<file path="config.mk">
export PLATFORM = sky130hd
export DESIGN_NAME = chm_ram
export DESIGN_NICKNAME = d
export VERILOG_FILES = /design/src/rtl/core/chained_hash_map_defines.svh /design/src/rtl/core/chm_ram.sv
export SDC_FILE = /design/constraint.sdc
export NUM_CORES = 1
export LEC_CHECK = 0
export BUFFER_PORTS_ARGS = -buffer_cell sky130_fd_sc_hd__buf_2
export CAP_MARGIN = 20
export CORE_ASPECT_RATIO = 0.8
export CORE_MARGIN = 4
export CORE_UTILIZATION = 45
export CTS_BUF_LIST = sky130_fd_sc_hd__clkbuf_4 sky130_fd_sc_hd__clkbuf_8
export DETAILED_ROUTE_END_ITERATION = 10
export PLACE_DENSITY = 0.6
export SKIP_LAST_GASP = 1
export SLEW_MARGIN = 0
export SYNTH_ARGS = -nofsm -noshare
export SYNTH_HDL_FRONTEND = slang
export SYNTH_SLANG_ARGS = --single-unit
</file>
<file path="constraint.sdc">
create_clock -name clk -period 1.94 [get_ports clk]
set_input_delay 0.097 -clock clk [delete_from_list [all_inputs] [get_ports clk]]
set_output_delay 0.097 -clock clk [all_outputs]
set_load 0.1 [all_outputs]
</file>
<file path="src/rtl/core/chained_hash_map_defines.svh">
// Assertion macros for the chained hash map RTL.
// Uses clk and arst_n from the including module; no other dependencies.
`ifndef CHAINED_HASH_MAP_DEFINES_SVH
`define CHAINED_HASH_MAP_DEFINES_SVH
`ifndef SYNTHESIS
`define CHM_ASSERT(label, prop, msg) \
	label: assert property (@(posedge clk) disable iff (!arst_n) prop) else $error(msg);
`define CHM_NEVER(label, expr, msg) \
	label: assert property (@(posedge clk) disable iff (!arst_n) !(expr)) else $error(msg);
`else
`define CHM_ASSERT(label, prop, msg)
`define CHM_NEVER(label, expr, msg)
`endif
`endif

</file>
<file path="src/rtl/core/chm_ram.sv">
// Generic single-write, single-read RAM with registered read data.
// No dependencies.
`timescale 1ns / 1ps
`default_nettype none
module chm_ram #(
	parameter int WIDTH = 8,
	parameter int DEPTH = 16,
	localparam int AW = (DEPTH > 1) ? $clog2(DEPTH) : 1
) (
	input  wire logic             clk,
	input  wire logic             we,
	input  wire logic [AW-1:0]    waddr,
	input  wire logic [WIDTH-1:0] wdata,
	input  wire logic [AW-1:0]    raddr,
	output logic      [WIDTH-1:0] rdata
);
	logic [WIDTH-1:0] mem [DEPTH];

	always_ff @(posedge clk) begin
		if (we) begin
			mem[waddr] <= wdata;
		end
		rdata <= mem[raddr];
	end
endmodule
`default_nettype wire

</file>
==> impl_metrics.yaml <==
outcome:
  outcome: "finished, final reports clean"
cts:
  hold_buffers: 0
  h-tree-depth: 4
  ctsRootBufferMaster: "clkbuf_8"
  numCtsBuffers: 17
  post_cts_buffers: 0
  clk_pin_slew_ns: 0.07
  clockBufferDepth: 2
  cts_tree: "built"
  cts-resized-gates: 0
  clock_latency_ns: 0.41
  clock_sinks: 136
floorplan:
  coreArea_um2: 11000
  initial_core_util_pct: 46.7
  fp.dieW_um: 128
  num_io_pins: 26
  rows: 34
  die_area_um2: 13200
  die_h_um: 104
finish:
  antenna_cells: 0
  layout-drive-gt1-share_pct: 32.6
  final_cells: 442
  finalInstanceArea_um2: 5930
  fillers: 831
  fin_nets: 303
  area.growth.synth_to_final_pct: 15.1
global_route:
  grt_usage_pct: 15.7
  grt_pass1_vias: 2480
  grt_pass1_wl_um: 15200
  antenna_found_initial: 0
  grt_overflow: 0
  grt_max_degree: 19
logic_synthesis:
  yosysTopAreaCell: "edfxtp_1"
  seq_area_frac_synth_pct: 77.8
  synthDistinctLibCells: 19
  synth.top_cells.by_area: "edfxtp_1, mux4_2, mux4_1, dfxtp_1, a22oi_1"
  syn_avg_cell_area_um2: 22.5
  syn-cell-area_um2: 5150
  synth_top_family_by_area: "multiplexers"
  synth_xor_area_share_pct: 0
  synth_compound_area_share_pct: 2.33
  synth_fa_ha_area_share_pct: 0
  synthSimpleGateAreaFrac_pct: 3.18
  yosysWarnings: 0
  syn-num-nets: 247
  netlist_instances: 229
  synth-seq-cells: 136
  synthMuxAreaShare_pct: 15.0
  yosysTopAreaCellShare_pct: 74.7
min_path:
  min_to: "mem[4][4]"
  min_from: "wdata[4]"
  min_path_type: "primary input to register"
  hold-path-cell-count: 1
setup_path:
  worstSetupEndpointType: "register"
  path_max_fanout: 1
  critPathArrivalTime_ns: 1.68
  r2r_start: "mem[2][1]"
  crit_required_ns: 2.23
  critPathLaunchType: "register"
  worstRegToRegCells: 3
  r2r_slack_ns: 0.56
  timing.rr.end: "rdata[1]"
  crit_type: "register to register"
routing:
  wl_um: 9630
  vias: 2390
  dr.pass1.iters: 4
  wire_per_inst_um: 21.8
  drc_errors: 0
  avgViaCountPerCell: 5.41
  ant_nets: 0
  drtIter0Drc: 260
sta:
  slew_headroom_pct: 67.2
  rsz0062_at_grt: "no"
  fin_setup_tns_ns: 0
  setup_ws_ns: 0.559
  finalSetupViolCount: 0
  clock_skew_ns: 0.00663
  fin_crit_sh_pct: 71.2
  finalHoldViolCount: 0
  fmax_mhz: 724
  tightestPinTransition_ns: 0.495
  period_minus_slack_ns: 1.38
  maxSlewViolCount: 0
placed_design:
  dp.cells: 410
  place_area_um2: 5570
  gp_congestion: 0.683
  place_ws_ns: 0.401
  dp_hpwl_um: 6310
  port_buffers: 25
pwr:
  p_leak_uw: 0.00202
  ir_worst_vdd_mv: 0.532
  power_density_nw_per_um2: 977
run:
  maxCapViolCount: 0
==> per-stage QoR <==
step | total power [uW] | hold slack (ns) | util [%]
2_1_floorplan | 3670 | 0.196 | -
5_1_grt | 6020 | 0.0469 | 53.8
4_1_cts | 5840 | 0.0443 | 53.8
3_3_place_gp | 3810 | 0.492 | 50.5
3_5_place_dp | 3820 | 0.502 | 50.5
6_report | 5790 | 0.0710 | 53.8
==> worst max-delay path, stage by stage (launching register included) <==
cell and delay (ns):
edfxtp_1 0.37, mux4_1 0.50, a22oi_1 0.31, nand2_1 0.08
==> Yosys cell counts <==
cell type	count
and2b_1	1
and2_1	1
edfxtp_1	128
nor3_1	4
buf_4	1
nor2_1	13
nand3_1	1
buf_6	3
or3b_2	1
dfxtp_1	8
nand2b_1	2
buf_2	3
mux4_1	14
mux4_2	18
nand2_1	9
clkdlybuf4s25_2	3
nand3b_1	2
nor2b_1	1
a22oi_1	16
==> report_power, final <==
group | leakage, uW | total (uW) | internal, uW | switching, uW
Combinational | 0.000600 | 452 | 139 | 313
Clock | 0.000196 | 2030 | 1090 | 940
Sequential | 0.00122 | 3300 | 3280 | 18.1
Total | 0.00202 | 5790 | 4520 | 1270
==> flip-flops by register name (all words and copies together) (netlist names) <==
register and flops:
mem 128, rdata 8
==> layout by cell type (no fill, tap or decap) <==
cell,count
a22oi_1,16
and2_1,1
and2b_1,1
buf_12,3
buf_2,25
buf_4,19
clkbuf_4,6
clkbuf_8,21
clkinv_1,1
clkinv_2,4
dfxtp_1,8
edfxtp_1,128
mux4_1,14
mux4_2,18
nand2_1,9
nand2b_1,2
nand3_1,1
nand3b_1,2
nor2_1,13
nor2b_1,1
nor3_1,4
or3b_2,1
==> how the worst max path moves through the flow <==
stage,slack (ns),from,cells after the start,to
after global placement,0.39,raddr[0],5,rdata[1]
after floorplan,0.35,waddr[2],2,mem[0][0]
final,0.56,mem[2][1],3,rdata[1]
after CTS,0.56,mem[2][1],3,rdata[1]
after global routing,0.46,mem[1][1],3,rdata[1]
after detailed placement,0.40,raddr[0],5,rdata[1]
==> metal layers <==
metal | share of wire [%] | track usage (%) | vias to the layer above
li1 | - | - | 1083
met1 | 49 | 23.9 | 1248
met2 | 45 | 21.9 | 47
met3 | 4.0 | 4.37 | 12
met4 | 1.3 | 5.53 | 0
met5 | 0 | 0 | -
==> cell families (layout without fill, tap and decap cells) <==
family | after synthesis | in the layout
DFF | 136 | 136
AOI/OAI and AO/OA | 16 | 16
and+or+nand+nor | 35 | 35
muxes | 32 | 32
buffers and inverters | 10 | 79
==> area by class of cell <==
cell class,count,area [um2],area share (%)
Clock buffer,27,334,5.64
Sequential cell,136,4000,67.6
Clock inverter,5,23.8,0.401
Tap cell,144,180,3.04
Timing Repair Buffer,47,328,5.53
Multi-Input combinational cell,83,1060,17.8
Power figures use the tool's default switching activity.
