`src/rtl/core/chained_hash_map_defines.svh`:
```
// Assertion macros for the chained hash map RTL.
// Uses clk and arst_n from the including module; no other dependencies.
`ifndef CHAINED_HASH_MAP_DEFINES_SVH
`define CHAINED_HASH_MAP_DEFINES_SVH
`ifndef SYNTHESIS
`define CHM_ASSERT(label, prop, msg) \
	label: assert property (@(posedge clk) disable iff (!arst_n) prop) else $error(msg);
`define CHM_NEVER(label, expr, msg) \
	label: assert property (@(posedge clk) disable iff (!arst_n) !(expr)) else $error(msg);
`else
`define CHM_ASSERT(label, prop, msg)
`define CHM_NEVER(label, expr, msg)
`endif
`endif

```
`src/rtl/core/chm_pkg.sv`:
```
// Shared types and constants of the chained hash map.
// No dependencies.
`timescale 1ns / 1ps
`default_nettype none
package chm_pkg;
	localparam int KEY_W  = 31;
	localparam int DATA_W = 32;
	localparam int MODE_W = 2;

	// key reduction: bits folded per cycle and folding steps per key
	localparam int HASH_BITS  = 8;
	localparam int HASH_W     = KEY_W + 1;
	localparam int HASH_STEPS = HASH_W / HASH_BITS;
	localparam int HCNT_W     = $clog2(HASH_STEPS);

	localparam logic [MODE_W-1:0] MODE_SET = 2'd0;
	localparam logic [MODE_W-1:0] MODE_GET = 2'd1;
	localparam logic [MODE_W-1:0] MODE_DEL = 2'd2;
	localparam logic [MODE_W-1:0] MODE_NOP = 2'd3;

	typedef enum logic [3:0] {
		S_CLEAR, S_IDLE, S_HASH, S_HRD, S_HCHK, S_NRD, S_NCHK,
		S_MISS, S_PRD, S_PCHK, S_RESP
	} chm_state_t;
endpackage
`default_nettype wire

```
`src/rtl/core/chm_bucket.sv`:
```
// Key to bucket reduction: key modulo BUCKETS, eight key bits per cycle.
// Depends on chm_pkg.
`timescale 1ns / 1ps
`default_nettype none
module chm_bucket import chm_pkg::*; #(
	parameter int BUCKETS = 64,
	localparam int BIW = (BUCKETS > 1) ? $clog2(BUCKETS) : 1
) (
	input  wire logic             clk,
	input  wire logic             arst_n,
	input  wire logic             start,
	input  wire logic [KEY_W-1:0] key,
	output logic                  done,
	output logic      [BIW-1:0]   bucket
);
	localparam int RW = BIW + 1;

	logic [HASH_W-1:0] sh_q;
	logic [BIW-1:0]    r_q;
	logic [BIW-1:0]    r_next;
	logic [HCNT_W-1:0] cnt_q;
	logic              busy_q;
	logic              done_q;

	// restoring remainder, MSB first
	always_comb begin
		logic [RW-1:0] t;
		r_next = r_q;
		for (int i = 0; i < HASH_BITS; i++) begin
			t = {r_next, sh_q[HASH_W-1-i]};
			if (t >= RW'(BUCKETS)) begin
				t = t - RW'(BUCKETS);
			end
			r_next = t[BIW-1:0];
		end
	end

	always_ff @(posedge clk or negedge arst_n) begin
		if (!arst_n) begin
			busy_q <= 1'b0;
			done_q <= 1'b0;
			cnt_q  <= '0;
		end else begin
			done_q <= 1'b0;
			if (start) begin
				busy_q <= 1'b1;
				cnt_q  <= '0;
			end else if (busy_q) begin
				cnt_q <= cnt_q + 1'b1;
				if (cnt_q == HCNT_W'(HASH_STEPS - 1)) begin
					busy_q <= 1'b0;
					done_q <= 1'b1;
				end
			end
		end
	end

	always_ff @(posedge clk) begin
		if (start) begin
			sh_q <= {1'b0, key};
			r_q  <= '0;
		end else if (busy_q) begin
			sh_q <= sh_q << HASH_BITS;
			r_q  <= r_next;
		end
	end

	assign done   = done_q;
	assign bucket = r_q;
endmodule
`default_nettype wire

```
`config.mk`:
```
export PLATFORM = sky130hd
export DESIGN_NAME = chm_bucket
export DESIGN_NICKNAME = d
export VERILOG_FILES = /design/src/rtl/core/chained_hash_map_defines.svh /design/src/rtl/core/chm_pkg.sv /design/src/rtl/core/chm_bucket.sv
export SDC_FILE = /design/constraint.sdc
export NUM_CORES = 1
export LEC_CHECK = 0
export BUFFER_PORTS_ARGS = -buffer_cell sky130_fd_sc_hd__buf_2
export CELL_PAD_IN_SITES_DETAIL_PLACEMENT = 0
export CELL_PAD_IN_SITES_GLOBAL_PLACEMENT = 2
export CORE_UTILIZATION = 37
export DETAILED_ROUTE_END_ITERATION = 10
export PLACE_DENSITY_LB_ADDON = 0.1
export SYNTH_ARGS = -nofsm -noshare
export SYNTH_HDL_FRONTEND = slang
export SYNTH_SLANG_ARGS = --single-unit
```
`constraint.sdc`:
```
create_clock -name clk -period 4.55 [get_ports clk]
set_clock_uncertainty 0.15 [all_clocks]
set_input_delay 1.365 -clock clk [delete_from_list [all_inputs] [get_ports clk]]
set_output_delay 1.365 -clock clk [all_outputs]
set_load 0.005 [all_outputs]
```
==> Implementation_results.wiki <==
{| class="wikitable"
! Metric !! Value
|-
| Ratio of routed vias to standard cells || 4.47
|-
| Via count of the routed design || 755
|-
| Number of design-rule violations left by the first detailed-router iteration || 13
|-
| Number of antenna violations at the first check in global routing || 0
|-
| Post-route fraction of the period consumed by the critical path || 55.3%
|-
| RSZ-0062 raised after global routing || false
|-
| Critical path arrival || 2400 ps
|-
| Measured slew at the worst slew-check pin || 560 ps
|-
| Global Route met3 Usage || 6.61%
|-
| Remaining antenna violation count after routing || 0
|-
| Worst Path Buf+Inv || 2
|-
| Fmax || 0.397 GHz
|-
| Overflow after GRT || 0
|-
| Worst Slack Setup Final || 2030 ps
|-
| Leading cell type in the layout, fill and taps excluded || buf_2
|-
| Core area || 3690 µm²
|-
| Total internal power || 0.534 mW
|-
| Number of filler cells placed in the layout || 362
|-
| Rel. slew slack || 62.6%
|-
| Post-Place Worst Slack || 1700 ps
|-
| Die area || 4120 µm²
|-
| Reg2Reg Launch Point || busy_q
|-
| Maximum cell stage delay along the critical path || 360 ps
|-
| Power Dens Cells || 398 nW/µm²
|-
| Wirelength per Cell || 11.1 µm
|-
| Data required, critical path || 4430 ps
|-
| Total number of nets in the final design || 155
|-
| Area growth from synthesis to layout || 18.0%
|-
| Post-CTS Setup Inserts || 0
|-
| Hold Crit Depth || 2
|-
| Routability cong. || 0.576
|-
| Syn Std Cell Area || 1430 µm²
|-
| Combined area of the multi-input logic cells || 432 µm²
|-
| Number of distinct library cells after synthesis || 18
|-
| Maximum fanout encountered on the critical timing path || 19
|-
| DR pass1 iterations || 2
|-
| Yosys warning count || 0
|-
| Total of max-cap violations || 0
|-
| Number of placed I/O pins || 41
|-
| Classification of the worst-slack hold path || flip-flop to flip-flop
|-
| Sequential cell area || 941 µm²
|-
| Initial Utilization || 38.8%
|-
| Sw Ratio || 20.7%
|-
| Met2 track demand over resource in global routing || 18.1%
|-
| Accumulated negative setup slack || 0 ps
|-
| Clock Root Buffer || clkbuf_8
|-
| Top library cells by usage in the layout, fill and taps aside || buf_2 (33), edfxtp_1 (24), mux2_4 (13), nor2_1 (8), mux2i_1 (7)
|-
| Clock tree from TritonCTS || done
|-
| Layer carrying the most global-route usage || met2
|-
| Number of flip-flops and latches in the synthesized netlist || 34
|-
| Clock share of power || 30.2%
|-
| Maximum VDD drop || 216 µV
|-
| Standard-cell row count || 22
|-
| Worst path cell trace || buf_2 -> buf_4 -> mux2_2
|-
| Pins Over Slew Limit || 0
|-
| Clk_lat worst skew || 280 ps
|-
| Total Routed Length || 1880 µm
|-
| Register-to-register setup slack || 2820 ps
|-
| Final worst path period need || 2520 ps
|-
| Number of buffers created by CTS || 5
|-
| CP Capture Type || flip-flop
|-
| Number of hold-slack violations in the final timing report || 0
|-
| Die outline height || 64.2 µm
|-
| Hpwl dp || 1240 µm
|-
| R2R depth || 1
|-
| Worst Hold Endpoint || bucket[5]
|-
| Nets in the synthesized netlist || 119
|-
| Post_cts resized || 0
|-
| Launch point of the critical path || start
|-
| Start-to-end type of the worst setup path || input port to flip-flop
|-
| Ant diodes || 0
|-
| All-layer global routing usage || 11.1%
|-
| # DRC || 0
|-
| Worst hold start || sh_q[29]
|-
| CP max-delay cell || mux2_2
|-
| Net switching power of the design || 0.139 mW
|-
| Run status || complete, no violations
|-
| Flop pwr share || 58.2%
|-
| Worst path top cell family by delay || buffers and inverters
|-
| Crit start category || input port
|-
| Leakage power of the design || 0.788 nW
|-
| H-tree lvl count || 2
|-
| Utilization after layout || 45.8%
|-
| Sequential element share of the synthesized area || 65.7%
|-
| Count of buffers inserted at the top-level ports || 33
|-
| Via count of the first global-routing pass || 758
|-
| Clock slew seen by the registers of the worst setup and hold paths || 60 ps
|-
| Maximum buffer depth of the clock tree || 2
|-
| Number of hold buffers added after cts || 0
|-
| Hold WS || 336 ps
|-
| Maximum number of pins on one net before global-route repair || 25
|-
| Number of clock sinks seen by CTS || 34
|-
| First-pass GRT wire length || 3170 µm
|-
| Average footprint of a synthesized cell || 17.0 µm²
|-
| Share of layout cells above drive strength 1 || 47.9%
|-
| Terminus of the critical flop-to-flop path || sh_q[10]
|-
| Global routing met1 resource utilization || 10.5%
|-
| Setup violators final || 0
|-
| Horizontal die dimension || 64.2 µm
|-
| Gate Count Post-Synth || 84
|-
| Combinational fraction of design power || 11.7%
|}
-- sequential cells by signal, summed over array words and instances (netlist names) --
signal and cells:
bucket 6, done 1, cnt_q 2, busy_q 1, sh_q 24
-- tightest hold or removal path: stages, from the launching register on --
cell and delay, ps:
edfxtp_1 320, mux2i_1 60, nor2_1 70
-- layout make-up --
cell class	instances	share of cell area, %
well taps	48	3.56
inverters	1	0.222
multi-input cells	44	25.6
clock buffers	8	4.74
repair buffers	34	10.2
flip-flops and latches	34	55.7
-- cells in the mapped netlist --
| library cell | n | share of area [%] |
|---|---|---|
| or2_2 | 1 | 0.44 |
| inv_1 | 1 | 0.26 |
| buf_6 | 2 | 1.6 |
| a21o_1 | 1 | 0.52 |
| xnor2_1 | 1 | 0.61 |
| mux2i_1 | 7 | 4.9 |
| mux2_2 | 5 | 3.9 |
| ha_1 | 1 | 0.87 |
| buf_2 | 1 | 0.35 |
| dfxtp_1 | 6 | 8.4 |
| buf_12 | 1 | 1.4 |
| nor2_1 | 8 | 2.1 |
| nor3b_1 | 1 | 0.52 |
| dfrtp_1 | 4 | 7.0 |
| edfxtp_1 | 24 | 50 |
| mux2_4 | 13 | 14 |
| and2_1 | 6 | 2.6 |
| buf_4 | 1 | 0.52 |
-- metrics by stage --
stage               total power [mW]  instance area [µm²]  instances
CTS                            0.686                 1690        169
finish                         0.673                 1690        169
global route                   0.710                 1690        169
detailed placement             0.479                 1610        161
floorplan                      0.455                 1430         84
global placement               0.474                 1610        161
-- routing by layer --
layer	vias up	wire length, µm	part of all wire, %
met5	-	0	0
met3	4	150	8.0
met1	355	743	40
met4	0	54	2.9
met2	26	926	49
li1	370	-	-
-- worst max path at each step --
stage	cells after the start	slack, ps	end
after floorplan	3	2030	sh_q[0]
after global placement	3	1710	sh_q[28]
after detailed placement	3	1700	sh_q[25]
after CTS	3	2000	sh_q[25]
after global routing	2	1970	sh_q[10]
final	3	2030	sh_q[25]
-- power groups by stage --
stage	Sequential, mW	Clock (mW)	Combinational (mW)
global route	0.397	0.227	0.0868
CTS	0.392	0.213	0.0807
detailed placement	0.399	0	0.0805
finish	0.392	0.203	0.0784
floorplan	0.393	0	0.0616
global placement	0.397	0	0.0770
-- kinds of logic after synthesis --
logic type,Yosys count,synth area share [%]
flops,34,65.7
buf+inv,6,4.11
simple gates,16,5.68
mux,25,22.5
compound gates,1,0.525
fa+ha+maj,1,0.874
xor+xnor,1,0.612
(Power assumes the default switching activity.)
